===== src/rtl/est_pkg.sv =====
package est_pkg;

   localparam int unsigned FR_DEPTH = 15;
   localparam int unsigned DV_DEPTH = 32;
   localparam int unsigned BK_DEPTH = 3;

   localparam logic [19:0] SKIP_TP = 20'h80000;
   localparam logic [15:0] SKIP_H  = 16'h8000;

   localparam logic [31:0] HUM_CAP = 32'd419430400;

   localparam int unsigned CSR_AW = 6;
   localparam int unsigned CSR_DW = 64;

   typedef enum logic [2:0] {
      REG_TEMP      = 3'd0,
      REG_PRESS_A   = 3'd1,
      REG_PRESS_B   = 3'd2,
      REG_PRESS_LST = 3'd3,
      REG_HUM       = 3'd4
   } reg_idx_type;

   typedef struct packed {
      logic [31:0] t1, t2, t3;
      logic [31:0] p1, p2, p3, p4, p5, p6, p7, p8, p9;
      logic [31:0] h1, h2, h3, h4, h5, h6;
   } trim_type;

   typedef struct packed {
      logic [19:0] rt;
      logic [19:0] rp;
      logic [15:0] rh;
   } raw_type;

   typedef struct packed {
      logic [19:0] rt;
      logic [19:0] rp;
      logic [15:0] rh;
      logic [31:0] a1, dt, m1, m2, v1, m3, tf, temp, pv1, hv;
      logic [31:0] q2, mp5, mp2, hm5, hm6, hm3, v2a, mp3, ha, hb1;
      logic [31:0] v2, pv1b, hb2, x, hbm, pnum, dvs, pp, hb, hv2, hd, hsq, hh;
      logic [16:0] hum;
   } fr_type;

   typedef struct packed {
      logic [31:0] num;
      logic [31:0] den;
      logic [31:0] rem;
      logic [31:0] quo;
      logic        post;
      logic        zero;
      logic [31:0] temp;
      logic [16:0] hum;
   } dv_type;

   typedef struct packed {
      logic [31:0] p;
      logic [31:0] sq;
      logic [31:0] p8m;
      logic [31:0] pv1;
      logic [31:0] pv2;
      logic [31:0] pres;
      logic        zero;
      logic [31:0] temp;
      logic [16:0] hum;
   } bk_type;

   function automatic logic [31:0] asr(input logic [31:0] x, input int unsigned n);
      return 32'($signed(x) >>> n);
   endfunction

   function automatic logic [31:0] sx16(input logic [15:0] w);
      return {{16{w[15]}}, w};
   endfunction

endpackage


===== src/rtl/est_back.sv =====
module est_back (
   input  logic              clock,
   input  logic              reset,
   input  est_pkg::trim_type trim,
   input  logic              in_valid,
   output logic              in_ready,
   input  est_pkg::dv_type   in_data,
   output logic              out_valid,
   input  logic              out_ready,
   output est_pkg::bk_type   out_data
);
   import est_pkg::*;

   logic   [BK_DEPTH-1:0] v_ff;
   bk_type                d_ff  [BK_DEPTH];
   bk_type                d_in  [BK_DEPTH];
   logic   [BK_DEPTH:0]   adv;
   logic   [BK_DEPTH-1:0] src_v;
   logic   [31:0]         p;

   always_comb begin
      adv[BK_DEPTH] = out_ready;
      for (int k = BK_DEPTH - 1; k >= 0; k--) begin
         adv[k] = !v_ff[k] || adv[k+1];
      end
      src_v = {v_ff[BK_DEPTH-2:0], in_valid};
   end

   always_comb begin
      p = in_data.post ? (in_data.quo << 1) : in_data.quo;
      d_in[0]      = d_ff[0];
      d_in[0].p    = p;
      d_in[0].sq   = (p >> 3) * (p >> 3);
      d_in[0].p8m  = (p >> 2) * trim.p8;
      d_in[0].zero = in_data.zero;
      d_in[0].temp = in_data.temp;
      d_in[0].hum  = in_data.hum;

      d_in[1]     = d_ff[0];
      d_in[1].pv1 = asr(trim.p9 * (d_ff[0].sq >> 13), 12);
      d_in[1].pv2 = asr(d_ff[0].p8m, 13);

      d_in[2]      = d_ff[1];
      d_in[2].pres = d_ff[1].zero ? '0
                   : d_ff[1].p + asr(d_ff[1].pv1 + d_ff[1].pv2 + trim.p7, 4);
   end

   always_ff @(posedge clock) begin
      for (int k = 0; k < BK_DEPTH; k++) begin
         if (adv[k]) begin
            if (src_v[k]) begin
               d_ff[k] <= d_in[k];
            end
         end
      end
   end

   always_ff @(posedge clock) begin
      if (reset) begin
         v_ff <= '0;
      end else begin
         for (int k = 0; k < BK_DEPTH; k++) begin
            if (adv[k]) begin
               v_ff[k] <= src_v[k];
            end
         end
      end
   end

   assign in_ready  = adv[0];
   assign out_valid = v_ff[BK_DEPTH-1];
   assign out_data  = d_ff[BK_DEPTH-1];
endmodule


===== config.mk =====
export PLATFORM = sky130hd
export DESIGN_NAME = est_back
export DESIGN_NICKNAME = d
export VERILOG_FILES = /design/src/rtl/est_pkg.sv /design/src/rtl/est_back.sv
export SDC_FILE = /design/constraint.sdc
export NUM_CORES = 2
export LEC_CHECK = 0
export BUFFER_PORTS_ARGS = -buffer_cell sky130_fd_sc_hd__buf_2
export CAP_MARGIN = 20
export CORE_MARGIN = 3
export CORE_UTILIZATION = 40
export DETAILED_ROUTE_END_ITERATION = 7
export GPL_TIMING_DRIVEN = 1
export PLACE_DENSITY = 0.61
export SLEW_MARGIN = 20
export SYNTH_ARGS = -nofsm -noshare
export SYNTH_HDL_FRONTEND = slang
export SYNTH_SLANG_ARGS = --single-unit

===== constraint.sdc =====
create_clock -name clock -period 28.3 [get_ports clock]
set_clock_uncertainty 0.2 [all_clocks]
set_input_delay 1.415 -clock clock [delete_from_list [all_inputs] [get_ports clock]]
set_output_delay 1.415 -clock clock [all_outputs]
set_load 0.05 [all_outputs]

==> results.txt <==
Final Cell Area: 65900 sq um
Largest net degree at the start of global routing: 67
Crit Path Class: in -> reg
Final hold violations: 0
Global-route wire length before repair: 249000 um
Die width: 398 um
# DRC: 0
YS warnings: 0
Drt total wl: 159000 um
Cts bufs inserted: 52
Yosys reg bits: 507
CP Buf/Inv Count: 11
Status: finished, final reports clean
Max clock buf depth: 3
Final Slew Violations: 0
Post-synth EDFFs: 504
TritonRoute pass-1 iters: 6
Clk_lat worst skew: 640 ps
Post-synthesis net count: 8083
Sequential fraction of the synthesis area: 24.7%
Crit path max fanout: 35
Clock root buffer: clkbuf_16
CP Capture Type: flop
Count leader, synth: inv_1
Syn Inst Count: 5806
Final setup fails: 0
Grt total ovfl: 0
CTS resizes: 0
Critical Path AT: 10650 ps
Cell taking the most area after synthesis: fa_1
Synth Cell Area: 61500 sq um
Layout cells sized above 1: 10.4%
Synth Flop Type: edfxtp_1
Slowest cell on crit path: buf_4
Synth unique cells: 82
Ys async rst share: 0%
Port bufs: 425
Setup TNS: 0 ps
Fmax achieved: 0.0955 GHz
Initial core utilization: 40.4%
Register area: 15200 sq um
Post-CTS setup buffers: 0
Final period utilization: 37.0%
Most frequent CP cell: fa_1
Commonest cells in the netlist: inv_1 (1298), fa_1 (1149), nand2_1 (715)
Fin crit period: 10470 ps
Layout Nets: 8180
Dpl hpwl: 124000 um
Post-route ant nets: 0
Ports: 1003
Total GRT Usage: 20.5%
Worst Path Required: 28480 ps
Startpoint Class: input pin
DR iter-0 viols: 2353
Worst-Margin Slew: 1040 ps
Routability Congestion: 0.895
CTS clk-pin slew, worst paths: 60 ps
Synth Area per Inst: 10.6 sq um
Main area contributors after synthesis: fa_1 (37%), edfxtp_1 (25%), inv_1 (7.9%)
Row Count: 143
CTS tree: done
Layout area overhead: 7.09%
Multi-input logic area: 38800 sq um
Area fraction of the dominant cell type after synthesis: 37.4%
Vias in the first global route: 42800
H-tree depth: 2
Max-cap violation count: 0
Hold Crit Class: reg -> reg
Die ar.: 158000 sq um
Via count: 39100
Crit path max-delay family: adder cells
Die boundary height: 398 um
Post-DR vias/cell: 4.89
CP max stage delay: 580 ps
Rel. slew slack: 30.4%
Area of the core: 152000 sq um
Clk sinks: 507
RSZ-0062 raised after global routing: false
Filler Cells Inserted: 14500
Initial antenna violation count: 25
Hold bufs inserted after CTS: 0
WL per Instance: 19.9 um
Post-Place Cell Area: 64100 sq um
[sequential cells by signal, indices dropped and copies added, names as in the netlist]
| signal | flops |
|---|---|
| d_ff | 504 |
| v_ff | 3 |
[cells in the final DEF (no fill, tap or decap), types with 26 or more instances in the layout]
| master | netlist | layout |
|---|---|---|
| inv_1 | 1298 | 1298 |
| fa_1 | 1149 | 1149 |
| nand2_1 | 715 | 715 |
| edfxtp_1 | 504 | 504 |
| buf_2 | 4 | 425 |
| and2_1 | 407 | 407 |
| ha_1 | 369 | 369 |
| nor2_1 | 224 | 224 |
| xnor2_1 | 165 | 165 |
| a21oi_1 | 94 | 94 |
| buf_4 | 242 | 69 |
| xor2_1 | 67 | 67 |
| clkbuf_16 | 0 | 52 |
| a21o_1 | 50 | 50 |
| o21ai_0 | 35 | 35 |
| nor3_1 | 26 | 26 |
[final timing paths]
| check | cells past startpoint | startpoint | slack [ps] | endpoint |
|---|---|---|---|---|
| max | 32 | in_data[50] | 17830 | d_ff[0][177] |
| min | 0 | d_ff[0][399] | 200 | d_ff[0][641] |
| max reg2reg | 22 | d_ff[0][205] | 20570 | d_ff[0][387] |
| min reg2reg | 0 | d_ff[0][399] | 200 | d_ff[0][641] |
[final cells by class]
cell class / count / area share, %
Sequential cell: 507 / 23.1
Timing Repair Buffer: 494 / 4.02
Multi-Input combinational cell: 3535 / 58.9
Inverter: 1313 / 7.48
Antenna cell: 14 / 0.0532
Tap cell: 2030 / 3.86
Clock inverter: 35 / 0.591
Clock buffer: 60 / 2.02
[stage by stage]
step | utilization, % | instances | setup slack, ps | hold slack (ps)
floorplan | - | 5806 | 13830 | 200
global placement | 42.1 | 7879 | 17330 | 200
detailed placement | 42.1 | 7879 | 17280 | 205
CTS | 43.2 | 7974 | 17970 | 208
global route | 43.2 | 7977 | 17450 | 214
finish | 43.2 | 7988 | 17830 | 200
[per-layer routing]
layer	vias up	part of all wire, %	track usage (%)
met4	14	3.6	6.86
met3	273	7.7	3.93
met2	1319	47	34.2
met5	-	0.064	0
met1	20100	41	26.9
li1	17400	-	-
[cell families (layout without fill, tap and decap cells)]
kind of cell,after synthesis,count (layout),synth area share (%)
AOI/OAI and AO/OA,292,292,3.22
other,1,15,0.00610
buffers and inverters,1764,1902,12.3
and+or+nand+nor,1458,1458,11.0
DFF,507,507,24.7
muxes,33,33,0.551
xor gates and xnor gates,233,233,3.34
adders and majority gates,1518,1518,44.9
[worst reg2reg max path, cell delays in order, from the launching register on]
cell,delay [ps]
edfxtp_1,960
nand2_1,190
fa_1,530
fa_1,540
inv_1,50
fa_1,470
inv_1,50
fa_1,450
fa_1,490
inv_1,50
fa_1,440
ha_1,340
a21o_1,170
a21o_1,170
a221oi_1,300
nor2b_1,80
a31o_2,260
o41ai_1,490
a21oi_1,260
o21ai_1,280
a21oi_1,160
a21oi_1,200
xnor2_1,320
Power is left out: the tool's default activity adds up to more than one toggle a clock period on the data nets, which glitch-free logic cannot reach.
